===== src/sv/irpw_pkg.sv =====
// irpw_pkg: shared constants for the IR pulse-width character decoder.
// No dependencies; used by ir_pulse_width_char_decoder.
`default_nettype none

package irpw_pkg;

    // Threshold register width and reset values
    localparam int unsigned REG_W = 14;
    localparam int unsigned GAP_BITS_DEF = 14;

    localparam logic [REG_W-1:0] ZERO_MAX_RST = 14'd800;
    localparam logic [REG_W-1:0] ONE_MAX_RST  = 14'd1600;
    localparam logic [REG_W-1:0] CHAR_GAP_RST = 14'd2800;
    localparam logic [REG_W-1:0] LINE_GAP_RST = 14'd10000;

    // Register indexes on the config port
    typedef enum logic [1:0] {
        CFG_ZERO_MAX = 2'd0,
        CFG_ONE_MAX  = 2'd1,
        CFG_CHAR_GAP = 2'd2,
        CFG_LINE_GAP = 2'd3
    } t_cfg_idx;

    // Frame bit index codes
    localparam logic [3:0] IDX_IDLE = 4'd15;
    localparam logic [3:0] IDX_FULL = 4'd8;
    localparam logic [3:0] IDX_ZERO = 4'd0;

endpackage

`default_nettype wire


===== src/sv/ir_pulse_width_char_decoder.sv =====
// Each accepted input beat loads its result beat into the output register.
// Throughput: one input beat per cycle; the output register frees in the same cycle it is
// taken, so the input stalls only while a result sits untaken downstream.
// Reset (i_rst_n low, synchronous): thresholds back to 800/1600/2800/10000, no frame open,
// gap counter and line flag cleared, output register empty. No clearing pass.
// Depends on irpw_pkg.
`default_nettype none

module ir_pulse_width_char_decoder #(
    parameter int unsigned GAP_BITS = irpw_pkg::GAP_BITS_DEF
) (
    input  wire                          i_clk,
    input  wire                          i_rst_n,
    // config write port
    input  wire                          i_cfg_we,
    input  wire  [1:0]                   i_cfg_idx,
    input  wire  [irpw_pkg::REG_W-1:0]   i_cfg_data,
    // input channel: one pin sample per microsecond tick
    input  wire                          i_in_valid,
    output logic                         o_in_ready,
    input  wire                          i_ir_level,
    // result channel
    output logic                         o_out_valid,
    input  wire                          i_out_ready,
    output logic                         o_char_valid,
    output logic [7:0]                   o_char_value,
    output logic                         o_newline_valid
);

    // Compare width covers both the gap counter and the 14-bit thresholds
    localparam int unsigned CMP_W =
        (GAP_BITS > irpw_pkg::REG_W) ? GAP_BITS : irpw_pkg::REG_W;

    // ---------------- threshold registers ----------------
    logic [irpw_pkg::REG_W-1:0] r_zero_max, r_one_max, r_char_gap, r_line_gap;

    always_ff @(posedge i_clk) begin
        if (!i_rst_n) begin
            r_zero_max <= irpw_pkg::ZERO_MAX_RST;
            r_one_max  <= irpw_pkg::ONE_MAX_RST;
            r_char_gap <= irpw_pkg::CHAR_GAP_RST;
            r_line_gap <= irpw_pkg::LINE_GAP_RST;
        end else if (i_cfg_we) begin
            unique case (irpw_pkg::t_cfg_idx'(i_cfg_idx))
                irpw_pkg::CFG_ZERO_MAX: r_zero_max <= i_cfg_data;
                irpw_pkg::CFG_ONE_MAX:  r_one_max  <= i_cfg_data;
                irpw_pkg::CFG_CHAR_GAP: r_char_gap <= i_cfg_data;
                irpw_pkg::CFG_LINE_GAP: r_line_gap <= i_cfg_data;
                default: ;
            endcase
        end
    end

    // ---------------- decoder state ----------------
    logic                r_prev_level, n_prev_level;
    logic [GAP_BITS-1:0] r_gap_count,  n_gap_count;
    logic [3:0]          r_bit_idx,    n_bit_idx;
    logic [7:0]          r_shift_char, n_shift_char;
    logic                r_line_sent,  n_line_sent;

    // output register
    logic       r_out_valid;
    logic       r_char_valid, n_char_valid;
    logic [7:0] r_char_value, n_char_value;
    logic       r_nl_valid,   n_nl_valid;

    // Output register accepts a new beat when empty or being drained this cycle
    logic in_fire;
    assign o_in_ready = !r_out_valid || i_out_ready;
    assign in_fire    = i_in_valid && o_in_ready;

    // Elapsed time, saturating at all ones
    logic [GAP_BITS-1:0] elapsed;
    logic [CMP_W-1:0]    elapsed_x;
    assign elapsed   = (&r_gap_count) ? r_gap_count : r_gap_count + GAP_BITS'(1);
    assign elapsed_x = CMP_W'(elapsed);

    logic is_short, is_medium;
    assign is_short  = elapsed_x < CMP_W'(r_zero_max);
    assign is_medium = elapsed_x < CMP_W'(r_one_max);

    logic [2:0] set_pos;   // bit 7 minus the index: first bit lands in bit 7
    assign set_pos = 3'd7 - r_bit_idx[2:0];

    always_comb begin
        n_prev_level = r_prev_level;
        n_gap_count  = r_gap_count;
        n_bit_idx    = r_bit_idx;
        n_shift_char = r_shift_char;
        n_line_sent  = r_line_sent;
        n_char_valid = 1'b0;
        n_char_value = 8'd0;
        n_nl_valid   = 1'b0;

        if (i_ir_level == r_prev_level) begin
            // Quiet tick: advance the gap and check for end of char / line
            n_gap_count = elapsed;
            if (elapsed_x > CMP_W'(r_char_gap) && r_bit_idx == irpw_pkg::IDX_FULL) begin
                n_char_valid = 1'b1;
                n_char_value = r_shift_char;
                n_bit_idx    = irpw_pkg::IDX_IDLE;
                n_shift_char = 8'd0;
            end
            if (elapsed_x > CMP_W'(r_line_gap) && !r_line_sent) begin
                n_nl_valid  = 1'b1;
                n_line_sent = 1'b1;
            end
        end else begin
            // Edge tick; only a rising edge ends a low pulse worth classifying
            if (i_ir_level) begin
                priority if (r_bit_idx > irpw_pkg::IDX_FULL) begin
                    // no frame open: any pulse opens one
                    n_bit_idx    = irpw_pkg::IDX_ZERO;
                    n_shift_char = 8'd0;
                end else if (is_short) begin
                    if (r_bit_idx < irpw_pkg::IDX_FULL)
                        n_bit_idx = r_bit_idx + 4'd1;
                end else if (is_medium) begin
                    if (r_bit_idx < irpw_pkg::IDX_FULL) begin
                        n_shift_char          = r_shift_char;
                        n_shift_char[set_pos] = 1'b1;
                        n_bit_idx             = r_bit_idx + 4'd1;
                    end
                end else begin
                    // long pulse restarts the frame
                    n_bit_idx    = irpw_pkg::IDX_ZERO;
                    n_shift_char = 8'd0;
                end
            end
            n_gap_count  = '0;
            n_line_sent  = 1'b0;
            n_prev_level = i_ir_level;
        end
    end

    always_ff @(posedge i_clk) begin
        if (!i_rst_n) begin
            r_prev_level <= 1'b0;
            r_gap_count  <= '0;
            r_bit_idx    <= irpw_pkg::IDX_IDLE;
            r_shift_char <= 8'd0;
            r_line_sent  <= 1'b0;
        end else if (in_fire) begin
            r_prev_level <= n_prev_level;
            r_gap_count  <= n_gap_count;
            r_bit_idx    <= n_bit_idx;
            r_shift_char <= n_shift_char;
            r_line_sent  <= n_line_sent;
        end
    end

    // Result register: valid flag under reset, payload loaded on each accepted beat
    always_ff @(posedge i_clk) begin
        if (!i_rst_n) begin
            r_out_valid <= 1'b0;
        end else if (in_fire) begin
            r_out_valid <= 1'b1;
        end else if (i_out_ready) begin
            r_out_valid <= 1'b0;
        end
    end

    always_ff @(posedge i_clk) begin
        if (in_fire) begin
            r_char_valid <= n_char_valid;
            r_char_value <= n_char_value;
            r_nl_valid   <= n_nl_valid;
        end
    end

    assign o_out_valid     = r_out_valid;
    assign o_char_valid    = r_char_valid;
    assign o_char_value    = r_char_value;
    assign o_newline_valid = r_nl_valid;

    // ---------------- assertions ----------------
    // Bit index is either a count 0..8 or the idle code
    a_idx_legal: assert property (@(posedge i_clk) disable iff (!i_rst_n)
        (r_bit_idx <= irpw_pkg::IDX_FULL) || (r_bit_idx == irpw_pkg::IDX_IDLE))
        else $error("bit index left legal range");

    // Delivering a character closes the frame
    a_char_closes: assert property (@(posedge i_clk) disable iff (!i_rst_n)
        (in_fire && n_char_valid) |=> (r_bit_idx == irpw_pkg::IDX_IDLE && o_char_valid))
        else $error("character delivered without closing frame");

    // A newline marks the silence as reported
    a_nl_once: assert property (@(posedge i_clk) disable iff (!i_rst_n)
        (in_fire && n_nl_valid) |=> (r_line_sent && o_newline_valid))
        else $error("newline not recorded");

    // An edge clears the gap counter
    a_edge_clears: assert property (@(posedge i_clk) disable iff (!i_rst_n)
        (in_fire && (i_ir_level != r_prev_level)) |=> (r_gap_count == '0 && !r_line_sent))
        else $error("gap not cleared on edge");

endmodule

`default_nettype wire


===== config.mk =====
export PLATFORM = sky130hd
export DESIGN_NAME = ir_pulse_width_char_decoder
export DESIGN_NICKNAME = d
export VERILOG_FILES = /design/src/sv/irpw_pkg.sv /design/src/sv/ir_pulse_width_char_decoder.sv
export SDC_FILE = /design/constraint.sdc
export NUM_CORES = 1
export LEC_CHECK = 0
export BUFFER_PORTS_ARGS = -buffer_cell sky130_fd_sc_hd__buf_2
export CORE_MARGIN = 8
export CORE_UTILIZATION = 61
export DETAILED_ROUTE_END_ITERATION = 8
export PLACE_DENSITY = 0.8
export SLEW_MARGIN = 30
export SYNTH_ARGS = -nofsm -noshare
export SYNTH_HDL_FRONTEND = slang
export SYNTH_SLANG_ARGS = --single-unit

===== constraint.sdc =====
create_clock -name i_clk -period 4.5 [get_ports i_clk]
set_input_delay 0.45 -clock i_clk [delete_from_list [all_inputs] [get_ports i_clk]]
set_output_delay 0.45 -clock i_clk [all_outputs]
set_load 0.03 [all_outputs]

==> metrics.csv, run 1 <==
metric;value;unit
grt_pass1_wl;22000;µm
grt_pass1_vias;4558;
synth_flop_cell;dfxtp_1;
ir_worst_vdd;0.000202;V
areaGrowthSynthToFinish;7.86;%
cp_top_family;compound AO/OA/AOI/OAI gates;
period_minus_slack;4.21;ns
yosysTopAreaCell;dfxtp_1;
timing.fmax;237;MHz
arrival;4.48;ns
worst_slew_pin_slew;0.852;ns
drtPass1Iterations;5;
startpoint_type;register;
power_density;274;nW/µm²
hold_viol;0;
cp_max_fo;15;
grt-ovfl-total;0;
seqPwrFrac;56.0;%
slowest_stage;dfxtp_2;
antenna_found_initial;0;
endpoint_kind;register;
numCtsBuffers;9;
die_w;110;µm
grt_start_max_net_pins;51;
cp_slowest_stage_delay;0.44;ns
crit-reg2reg-capture;r_bit_idx[2];
ys_ff_latch;95;
netlist.area_leader.share;31.3;%
r2r-start;r_gap_count[0];
drt_wl_total;13200;µm
grt.total_usage;21.4;%
swShare;28.3;%
fp.dieArea;12200;µm²
diodes;0;
final_nets;749;
synthDistinctLibCells;64;
path_cells;ha_1 -> nand4_2 -> nor4_4 -> nor3_2 -> and3_2 -> nand3_1 -> xnor2_2 -> ha_1 -> a211oi_1 -> o21ai_0 -> a221o_1 -> o22ai_2 -> o41a_2 -> o211ai_4 -> and4b_1 -> a211o_1;
core_area;8680;µm²
ant_nets;0;
start_util;62.7;%
p_int;1.15;mW
synthArstFlopShare;0;%
drtIter0Drc;259;
place.gp.congestion;0.919;
clkLatencyLatePin;0.37;ns
clockBufferDepth;2;
clockRootBuffer;clkbuf_8;
cts.sink_count;95;
rrSetupSlack;0.29;ns
post_drt_wl_per_cell;16.9;µm
crit_required;4.76;ns
syn_inst;650;
vias_per_cell;6.00;
synth.cell_area;5440;µm²
post-route-drc-count;0;
status;finished, final reports clean;
dpl.hpwl;9580;µm
grt_setup_unrepaired;false;
synthTopCellsByArea;dfxtp_1, ha_1, nand2_1;
critPathKind;register to register;
synth_warnings;0;
synth_fp_nets;727;
ys_seq_area_share;36.8;%
cap_violations;0;
setup_violations;0;
dieHeight;110;µm
ys_top_cells_by_count;nand2_1, dfxtp_1, inv_1, ha_1, a21boi_0;
clk_pin_slew;0.10;ns
min_path_type;primary input to register;
final_util;67.6;%
htree_levels;3;
holdWs;0.332;ns
placementRows;34;
finalPower;1.61;mW
p_leak;2.50;nW
yosysMostFrequentCell;nand2_1;
fin_worst_skew;0.00893;ns
path_buf_inv;0;
pwr-share-clk;32.4;%
post-route-period-util;93.7;%
ioPinCount;34;
holdCritStartpoint;i_in_valid;
rr_worst_depth;16;
slew_viol_final;0;
whs_endpoint;o_out_valid;
drive_above_1_share;10.9;%
pwr-share-comb;11.6;%
avgSynthCellArea;8.37;µm²
p_sw;454;µW
io_buffer_count;33;
holdPathStages;3;
slew_headroom;43.2;%
tritoncts;yes;
fillerInstances;737;
synth_edf_count;10;
num_vias;4712;
crit_path_frequent_cell;ha_1;
==> power by group through the flow <==
stage,logic (mW),registers (mW),clock network (mW)
6_report,0.187,0.900,0.520
2_1_floorplan,0.122,0.923,0
4_1_cts,0.184,0.899,0.522
3_3_place_gp,0.175,0.917,0
3_5_place_dp,0.182,0.918,0
5_1_grt,0.206,0.904,0.562
==> worst reg2reg max path, stage by stage, from the launching register on <==
cell and delay [ns]:
dfxtp_2 0.44, ha_1 0.27, nand4_2 0.18, nor4_4 0.36, nor3_2 0.13, and3_2 0.24
nand3_1 0.16, xnor2_2 0.19, ha_1 0.32, a211oi_1 0.20, o21ai_0 0.13, a221o_1 0.36
o22ai_2 0.26, o41a_2 0.20, o211ai_4 0.15, and4b_1 0.25, a211o_1 0.26
==> how the worst max path moves through the flow <==
stage	startpoint	depth (start not counted)	end
final	r_gap_count[0]	16	r_bit_idx[2]
after global routing	r_gap_count[0]	16	r_bit_idx[2]
after CTS	r_gap_count[0]	16	r_bit_idx[2]
after detailed placement	r_gap_count[0]	16	r_bit_idx[2]
after global placement	r_gap_count[0]	16	r_bit_idx[2]
after floorplan	r_gap_count[1]	16	r_bit_idx[2]
==> cell type report <==
type | count | area [µm²] | area share [%]
multi-input combinational | 467 | 3130 | 53.3
sequential | 95 | 2000 | 34.1
inverter | 61 | 229 | 3.90
timing repair buffer | 38 | 203 | 3.45
tap | 108 | 135 | 2.30
clock buffer | 10 | 128 | 2.17
clock inverter | 6 | 45.0 | 0.767
==> cell families after synthesis <==
kind of cell | synth area share, %
buf+inv | 6.69
flops | 36.8
simple gates | 21.2
compound gates | 20.2
fa+ha+maj | 12.6
mux | 0.575
xor+xnor | 1.91
==> flip-flops by register name, summed over array words and instances (netlist names), 4 cells and up <==
register / count
r_gap_count: 14
r_shift_char: 8
r_char_gap: 14
r_bit_idx: 4
o_char_value: 8
r_line_gap: 14
r_one_max: 14
r_zero_max: 14
==> placed cells by master (no fill, tap or decap), drive strengths merged, types with 2 or more instances in the layout <==
cell type / instances
mux2i: 2
nand4: 11
clkinv: 3
nor4: 2
a31oi: 8
clkinvlp: 2
nor3b: 8
clkbuf: 10
a221o: 2
a21oi: 23
edfxtp: 10
xor2: 5
a21o: 10
nand3: 12
and3b: 3
buf: 38
and4: 2
nor2: 33
a211oi: 5
nand2b: 3
a21boi: 44
a41oi: 2
a22oi: 7
o21ai: 18
o211ai: 20
ha: 55
and3: 5
a211o: 3
xnor2: 6
o21a: 3
nor2b: 11
nor3: 11
inv: 62
nand2: 127
dfxtp: 85
and2: 8
==> stage by stage <==
step,TNS [ns],cells,setup slack (ns),cell area (µm²)
after floorplan,0,650,0.500,5440
after global placement,0,769,0.172,5650
after detailed placement,-0.0279,769,-0.0279,5660
after CTS,0,785,0.0104,5830
after global routing,0,785,0.0626,5870
final,0,785,0.285,5870
==> timing repair <==
item | CTS | global route
setup endpoints to repair | 1 | 18
buffers inserted | 0 | 0
resized for setup | 1 | 6
pin swaps | 0 | 0
hold buffers | 0 | 0
==> layer usage <==
| layer | vias to the layer above | GRT usage, % | part of all wire [%] |
|---|---|---|---|
| li1 | 2288 | - | - |
| met1 | 2236 | 27.2 | 46 |
| met2 | 163 | 35.1 | 46 |
| met3 | 25 | 4.44 | 5.9 |
| met4 | 0 | 6.67 | 1.9 |
| met5 | - | 0 | 0 |
No activity file was read; power rests on OpenSTA's default activity.
==> run 2: changes to the inputs <==
==> constraint.sdc (replaced) <==
create_clock -name i_clk -period 4 [get_ports i_clk]
set_input_delay 0.4 -clock i_clk [delete_from_list [all_inputs] [get_ports i_clk]]
set_output_delay 0.4 -clock i_clk [all_outputs]
set_load 0.03 [all_outputs]
==> metrics.csv, run 2 (synthesis gave the netlist of run 1 again) <==
metric;value;unit
rr_worst_depth;16;
setup_ws;0.205;ns
start_util;62.7;%
grt-ovfl-total;0;
ir_worst_vdd;0.000229;V
final_cell_count_no_fill;795;
vias_per_cell;5.86;
clockRootBuffer;clkbuf_8;
crit_required;4.31;ns
wl_met1;5890;µm
layout_common_cells;nand2_1, dfxtp_1, inv_1;
slew_headroom;42.1;%
drtPass1Iterations;5;
place_area;5720;µm²
fillerInstances;688;
htree_levels;3;
rrSetupSlack;0.20;ns
final_nets;759;
drtIter0Drc;297;
place_inst;777;
drive_above_1_share;14.4;%
numCtsBuffers;9;
areaGrowthSynthToFinish;10.8;%
grt_pass1_wl;21200;µm
dr_wl_met3;880;µm
endpoint_kind;register;
power_density;307;nW/µm²
clk_pin_slew;0.10;ns
fp.dieArea;12200;µm²
core_area;8680;µm²
post_drt_wl_per_cell;16.6;µm
final_util;69.4;%
wl_met2;6220;µm
whs_endpoint;o_out_valid;
holdPathStages;3;
min_path_type;primary input to register;
arrival;4.10;ns
holdCritStartpoint;i_in_valid;
clockBufferDepth;2;
fin_worst_skew;0.00817;ns
r2r-start;r_gap_count[0];
period_minus_slack;3.80;ns
dpl.hpwl;9730;µm
slew_viol_final;0;
grt.total_usage;20.7;%
antenna_found_initial;0;
multi_input_area;3190;µm²
place.gp.congestion;0.903;
diodes;0;
worst_slew_pin_slew;0.867;ns
placementRows;34;
status;finished, final reports clean;
place_ws;0.000370;ns
holdWs;0.276;ns
dieHeight;110;µm
ant_nets;0;
startpoint_type;register;
grt_pass1_vias;4501;
post-route-period-util;94.9;%
io_buffer_count;33;
critPathKind;register to register;
route.top_layer_used;met4;
finalPower;1.85;mW
tritoncts;yes;
die_w;110;µm
clkLatencyLatePin;0.37;ns
cp_max_fo;8;
seq_area;2010;µm²
num_vias;4662;
ioPinCount;34;
setup_violations;0;
cts.sink_count;95;
drt_wl_total;13200;µm
finalInstanceArea;6030;µm²
post-route-drc-count;0;
crit-reg2reg-capture;r_shift_char[2];
cap_violations;0;
hold_viol;0;
final_common_cell;nand2_1;
grt_start_max_net_pins;46;
p_leak;2.58;nW
timing.fmax;263;MHz
finalSetupTns;0;ns
-- run 2: cell types whose count changed in the layout (fill, tap and decap cells not counted), sizes merged --
cell | before | now
clkinv | 3 | 2
clkinvlp | 2 | 1
buf | 38 | 48
inv | 62 | 65
clkbuf | 10 | 9
-- run 2: how the worst max path moves through the flow --
stage	cells past startpoint	end	slack (ns)	start
after floorplan	16	r_bit_idx[2]	0.0004	r_gap_count[1]
after global placement	16	r_shift_char[6]	0.14	r_gap_count[1]
after detailed placement	16	r_shift_char[2]	0.0004	r_gap_count[1]
after CTS	16	r_bit_idx[2]	0.009	r_gap_count[1]
after global routing	17	r_bit_idx[0]	-0.03	r_gap_count[0]
final	16	r_shift_char[2]	0.20	r_gap_count[0]
-- run 2: layout make-up --
class,count,share of cell area (%)
clock inverter,7,1.06
timing repair buffer,48,4.61
tap,108,2.24
clock buffer,9,2.06
multi-input combinational,467,52.9
sequential,95,33.3
inverter,61,3.80
-- run 2: where the power goes --
part	internal, mW	switching [mW]	leakage, nW
Combinational	0.0779	0.141	1.69
Clock	0.242	0.378	0.0956
Sequential	0.992	0.0179	0.795
Total	1.31	0.537	2.58
-- run 2: worst max-delay path, stage by stage (launching register included) --
cell and delay [ns]:
dfxtp_1 0.36, buf_4 0.18, and3_1 0.19, nand3_1 0.15, nor3_2 0.16, and3_2 0.21, nand3_1 0.17, xnor2_2 0.20
buf_4 0.16, ha_1 0.28, and4_1 0.21, a221o_1 0.39, a211oi_4 0.31, a211oi_2 0.10, a211o_1 0.26, a21bo_2 0.28
nor2_1 0.13
-- run 2: what timing repair did --
action | CTS | global route
buffers inserted | 0 | 2
setup endpoints to repair | 8 | 20
pin swaps | 0 | 3
gates resized for setup | 3 | 20
hold buffers | 0 | 0
-- run 2: routing by layer --
layer / vias to the layer above / global-route usage (%)
met5: - / 0
met4: 0 / 6.22
met3: 26 / 4.60
met2: 157 / 34.3
met1: 2158 / 26.0
li1: 2321 / -
